<file path="src/rtl/tile_min_mip_refcount_engine_core_assert.svh">
// Assertion macros used by the refcount engine back end.
`ifndef TILE_MIN_MIP_REFCOUNT_ENGINE_CORE_ASSERT_SVH
`define TILE_MIN_MIP_REFCOUNT_ENGINE_CORE_ASSERT_SVH

// Same-cycle implication, clocked on clk, quiet in reset.
`define TMMR_ASSERT_IMP(lbl, ante, cons, msg) \
  lbl: assert property (@(posedge clk) disable iff (rst) (ante) |-> (cons)) \
    else $error(msg);

// Next-cycle implication, clocked on clk, quiet in reset.
`define TMMR_ASSERT_NXT(lbl, ante, cons, msg) \
  lbl: assert property (@(posedge clk) disable iff (rst) (ante) |=> (cons)) \
    else $error(msg);

`endif

</file>
<file path="src/rtl/tmmr_fifo.sv">
// Small flop-based queue used between the engine's parts.
module tmmr_fifo #(
  parameter int WIDTH = 18,
  parameter int DEPTH = 4
) (
  input  logic             clk,
  input  logic             rst,
  input  logic             wr_en,
  input  logic [WIDTH-1:0] wr_data,
  output logic             full,
  input  logic             rd_en,
  output logic [WIDTH-1:0] rd_data,
  output logic             empty
);

  localparam int AW = (DEPTH > 1) ? $clog2(DEPTH) : 1;

  logic [WIDTH-1:0] mem [DEPTH];
  logic [AW-1:0]    wr_ptr;
  logic [AW-1:0]    rd_ptr;
  logic [AW:0]      count;
  logic             do_wr;
  logic             do_rd;

  assign full    = (count == (AW+1)'(DEPTH));
  assign empty   = (count == '0);
  assign do_wr   = wr_en && !full;
  assign do_rd   = rd_en && !empty;
  assign rd_data = mem[rd_ptr];

  always_ff @(posedge clk) begin
    if (do_wr) begin
      mem[wr_ptr] <= wr_data;
    end
  end

  always_ff @(posedge clk) begin
    if (rst) begin
      wr_ptr <= '0;
      rd_ptr <= '0;
      count  <= '0;
    end else begin
      if (do_wr) begin
        wr_ptr <= (wr_ptr == AW'(DEPTH - 1)) ? '0 : wr_ptr + 1'b1;
      end
      if (do_rd) begin
        rd_ptr <= (rd_ptr == AW'(DEPTH - 1)) ? '0 : rd_ptr + 1'b1;
      end
      case ({do_wr, do_rd})
        2'b10:   count <= count + 1'b1;
        2'b01:   count <= count - 1'b1;
        default: count <= count;
      endcase
    end
  end

endmodule

</file>
<file path="config.mk">
export PLATFORM = sky130hd
export DESIGN_NAME = tmmr_fifo
export DESIGN_NICKNAME = d
export VERILOG_FILES = /design/src/rtl/tile_min_mip_refcount_engine_core_assert.svh /design/src/rtl/tmmr_fifo.sv
export SDC_FILE = /design/constraint.sdc
export NUM_CORES = 1
export LEC_CHECK = 0
export BUFFER_PORTS_ARGS = -buffer_cell sky130_fd_sc_hd__buf_2
export CORE_UTILIZATION = 48
export CTS_CLUSTER_DIAMETER = 80
export DETAILED_ROUTE_END_ITERATION = 6
export HOLD_SLACK_MARGIN = 0.15
export PLACE_DENSITY = 0.79
export REMOVE_ABC_BUFFERS = 1
export SLEW_MARGIN = 20
export SYNTH_ARGS = -nofsm -noshare
export SYNTH_HDL_FRONTEND = slang
export SYNTH_SLANG_ARGS = --single-unit
</file>
<file path="constraint.sdc">
create_clock -name clk -period 2.7 [get_ports clk]
set_input_delay 0.54 -clock clk [delete_from_list [all_inputs] [get_ports clk]]
set_output_delay 0.54 -clock clk [all_outputs]
set_load 0.01 [all_outputs]
</file>
# Word level (Yosys, flattened, before mapping)
# Memory sizes are Yosys's and may differ from the RTL's. A register that Yosys moved wholly into a read port is not among the register bits.
# Cells that the tools add are included.
# totals
register_bits	7
ram_bits	72
input_bits	22
elab_cells	26
memories	1
# classes
addsub	4
n_eq_ne	5
mux	7
n_reduce_logical	6
# mem_list
memory	words	word_bits	read_ports	rd_clocked_by_memory_dff	write_ports	line_no	source
mem	4	18	1	1	1	tmmr_fifo.sv:18	logic [WIDTH-1:0] mem [DEPTH];
# ops
cell	count
2-bit two-way mux	4
2-bit == test (second input constant)	3
3-bit case mux with 2 select lines	1
2-bit by 1-bit adder with 2-bit output (second input constant)	2
3-bit by 1-bit adder with 3-bit output (second input constant)	1
3-bit == test (second input constant)	1
3-bit zero test	1
3-bit by 1-bit subtractor with 3-bit output (second input constant)	1
2-bit by 1-bit == test with 1-bit output (second input constant)	1
1-bit logical AND	2
1-bit zero test	2
1-bit two-way mux	2
2-bit nonzero test	1

# Longest topological paths before layout
# depth
ltp_word	5
ltp_mapped	10
depth_no_buf	9

# Worst setup path before layout
# Ideal clock, no wire load.
# synth_timing
path_type	reg-to-reg
from	register count[2]
to	register count[2]
setup_ns	0.070
arrival_ns	2.280
required_time_ns	2.630
slack_ns	0.350
path_stages_with_launch	11
path_buffers	1
period_less_slack_ns	2.350
path_cell_list	dfxtp_1 or3b_1 buf_6 and2_4 inv_1 ha_1 inv_1 fa_1 xor2_1 or3_2 a21oi_1
# synth_between
elab_chain_len	5
word_cells_on_any_way	12
# synth_lines
element	line_no	source
start: declaration	tmmr_fifo.sv:21	logic [AW:0] count;
start signal: assignment	tmmr_fifo.sv:50	2'b10: count <= count + 1'b1;
start signal: assignment	tmmr_fifo.sv:51	2'b01: count <= count - 1'b1;
start signal: assignment	tmmr_fifo.sv:52	default: count <= count;
3-bit == test or 3-bit zero test (tied branches)	tmmr_fifo.sv:25, tmmr_fifo.sv:26	
1-bit zero test, on equally long branches	tmmr_fifo.sv:27, tmmr_fifo.sv:28	
1-bit logical AND, on equally long branches	tmmr_fifo.sv:27, tmmr_fifo.sv:28	
2-bit by 1-bit == test with 1-bit output or 2-bit == test (tied branches)	tmmr_fifo.sv:49	case ({do_wr, do_rd})
3-bit case mux with 2 select lines or 2-bit nonzero test (tied branches)	--	
# Parallel ways exist; a longest one is shown, timed or not.
# A chain may end at the register's enable or synchronous reset.

# Final worst setup path
# Ends and elaborated chain as after synthesis.

==> run_results.csv <==
group,metric,value,unit
cts,cts_resized,0,
timing,setup_viol,0,
outcome,status,"finished, final reports clean",
timing,period_share,93.5,%
global_routing,grt_max_degree,19,
die,die_width,82.3,µm
synthesis,yosysTopAreaCell,"edfxtp_1",
setup_path,cp-end-kind,"register",
power_and_ir_drop,peakVddDrop,0.478,mV
cells_and_area,drive_gt1_share,41.0,%
detailed_routing,met3_length,240,µm
cts,cts_hold_buf,0,
cts,cts_max_path_buffers,2,
timing,fmax,0.396,GHz
synthesis,ys_seq_elements,81,
timing,tightest_slew,531,ps
synthesis,yosysUniqueCellTypes,25,
power_and_ir_drop,leakagePower,1.24,nW
detailed_routing,wl_met2,2470,µm
hold_path,hold_class,"in -> reg",
detailed_routing,drtPass1Iterations,4,
die,num_rows,28,
global_routing,antenna_found_initial,0,
cts,clock-root-buffer,"clkbuf_8",
cts,clkSlewWorstSetupHoldPaths,70,ps
global_routing,first_global_vias,1502,
synthesis,synth_edf_count,72,
setup_path,arrival,2800,ps
synthesis,synth.area.top_cells,"edfxtp_1 (70%), mux4_2 (13%), dfxtp_1 (5.8%), ha_1 (2.4%), and3_2 (0.97%)",
placed_design,gp_congestion,0.703,
detailed_routing,detail_route.wl_per_cell,16.8,µm
die,ioPinCount,42,
die,dieArea,6770,µm²
global_routing,grt_overflow,0,
synthesis,synth.yosys.seq_area_share,75.7,%
detailed_routing,post_drt_via_cell_ratio,5.33,
synthesis,synthFlopType,"edfxtp_1",
cts,htreeDepth,3,
placed_design,place_area,3370,µm²
timing,final_max_slew_viol_count,0,
job,drv_cap,0,
power_and_ir_drop,power.density,850,nW/µm²
detailed_routing,initialDrtViolationCount,76,
cts,clk_latency,340,ps
synthesis,async_flop_share,0,%
setup_path,crit_required,2970,ps
detailed_routing,met1_length,1860,µm
cells_and_area,nNetsFinal,225,
die,fp.dieH,82.3,µm
cts,cts.sinks,81,
detailed_routing,top_layer_used,"met4",
die,fp.coreArea,6060,µm²
die,initial_utilization,51.0,%
synthesis,postSynthCellCount,148,
cts,numCtsBuffers,9,
timing,rsz0062_at_grt,"no",
cells_and_area,final_cell_area,3530,µm²
placed_design,port_buffers,41,
timing,final-hold-violation-count,0,
cts,cts_tree,"done",
global_routing,grt_pass1_wl,6980,µm
synthesis,synth_area,3090,µm²
synthesis,ys_warn_count,0,
synthesis,synth_top_area_share,69.9,%
detailed_routing,ant_nets,0,
setup_path,crit_type,"reg -> reg",
setup_path,cp_max_fo,9,
synthesis,syn_area_per_cell,20.9,µm²
cells_and_area,fillers,445,
timing,finalSetupTns,0,ps
setup_path,r2r_slack,180,ps
global_routing,grt.total_usage,15.3,%
timing,fin_worst_skew,5.12,ps
cells_and_area,area_growth,14.0,%
timing,fin_crit,2520,ps
detailed_routing,routed_wl,4610,µm
setup_path,crit_path_start_kind,"register",
timing,fin_hold_ws,411,ps
cells_and_area,n_antenna_cell,0,
detailed_routing,vias,1465,
timing,slew_headroom,64.3,%
placed_design,dp_hpwl,2890,µm
cts,cts_setup_buffers,0,
detailed_routing,drc_errors,0,
[worst max-delay path, stage by stage (launching register included)]
cell and delay [ps]:
dfxtp_1 380, or3b_1 490, and2_4 220, inv_1 50, ha_1 170, inv_1 60
fa_1 370, xor2_1 160, or3_2 410, a21oi_1 150
[metrics by stage]
stage / util, % / std cells / total power, mW / setup WS (ps)
finish: 58.2 / 275 / 3.00 / 175
global route: 58.2 / 275 / 3.17 / 91.0
CTS: 58.2 / 275 / 3.04 / 179
detailed placement: 55.6 / 260 / 2.32 / 190
global placement: 55.6 / 260 / 2.30 / 270
floorplan: - / 142 / 2.07 / 359
[Yosys cell counts, types with 2 or more instances]
master	number
inv_1	8
mux4_2	18
clkbuf_1	2
edfxtp_1	72
ha_1	6
a21oi_1	4
nand3_1	2
nor3_1	2
xor2_1	2
dfxtp_1	9
buf_6	2
and3_2	4
buf_2	2
nor2_1	4
[logic make-up (layout without fill, tap and decap cells)]
| group | Yosys count | in the layout | synth area share (%) |
|---|---|---|---|
| mux | 19 | 19 | 13.4 |
| fa+ha+maj | 7 | 7 | 3.07 |
| buf+inv | 14 | 66 | 2.27 |
| compound gates | 8 | 8 | 1.70 |
| xor+xnor | 2 | 2 | 0.566 |
| simple gates | 17 | 17 | 3.24 |
| flops | 81 | 81 | 75.7 |
[registers in the layout, summed over array words and instances (netlist names), named ones only]
signal,flops
count,3
mem,72
rd_ptr,2
wr_ptr,2
[report_power, final]
part	switching, mW	total [mW]	internal [mW]
registers	0.0509	1.56	1.51
clock network	0.395	0.716	0.321
logic	0.376	0.721	0.345
total	0.822	3.00	2.18
[cell usage in the layout, fill, tap and decap left out, types with 2 or more instances in the layout]
| master | count |
|---|---|
| dfxtp_1 | 9 |
| edfxtp_1 | 72 |
| inv_1 | 8 |
| ha_1 | 6 |
| mux4_2 | 18 |
| clkbuf_8 | 9 |
| buf_4 | 2 |
| buf_2 | 41 |
| xor2_1 | 2 |
| clkinvlp_4 | 3 |
| clkinv_2 | 2 |
| and3_2 | 4 |
| nor3_1 | 2 |
| nor2_1 | 4 |
| nand3_1 | 2 |
| a21oi_1 | 4 |
[worst paths after layout]
path	startpoint	cells after the start	end
worst min-delay path	wr_data[15]	1	mem[0][15]$_DFFE_PP_
worst max-delay path	count[2]$_SDFFE_PP0P_	9	count[2]$_SDFFE_PP0P_
worst max register to register	count[2]$_SDFFE_PP0P_	9	count[2]$_SDFFE_PP0P_
worst min register to register	rd_ptr[0]$_SDFFE_PP0P_	2	register
[layer usage]
layer / vias to the layer above / track usage [%]
met4: 0 / 5.09
met5: - / 0
li1: 689 / -
met3: 5 / 7.25
met1: 731 / 16.1
met2: 40 / 26.8
[area by class of cell]
class	instances	area [µm²]	area share, %
clock buffer	9	124	3.51
clock inverter	6	36.3	1.03
inverter	8	30.0	0.851
multi-input combinational	53	681	19.3
sequential	81	2340	66.4
tap	75	93.8	2.66
timing repair buffer	43	220	6.24
Note: power is estimated with default switching activity, not from simulation.
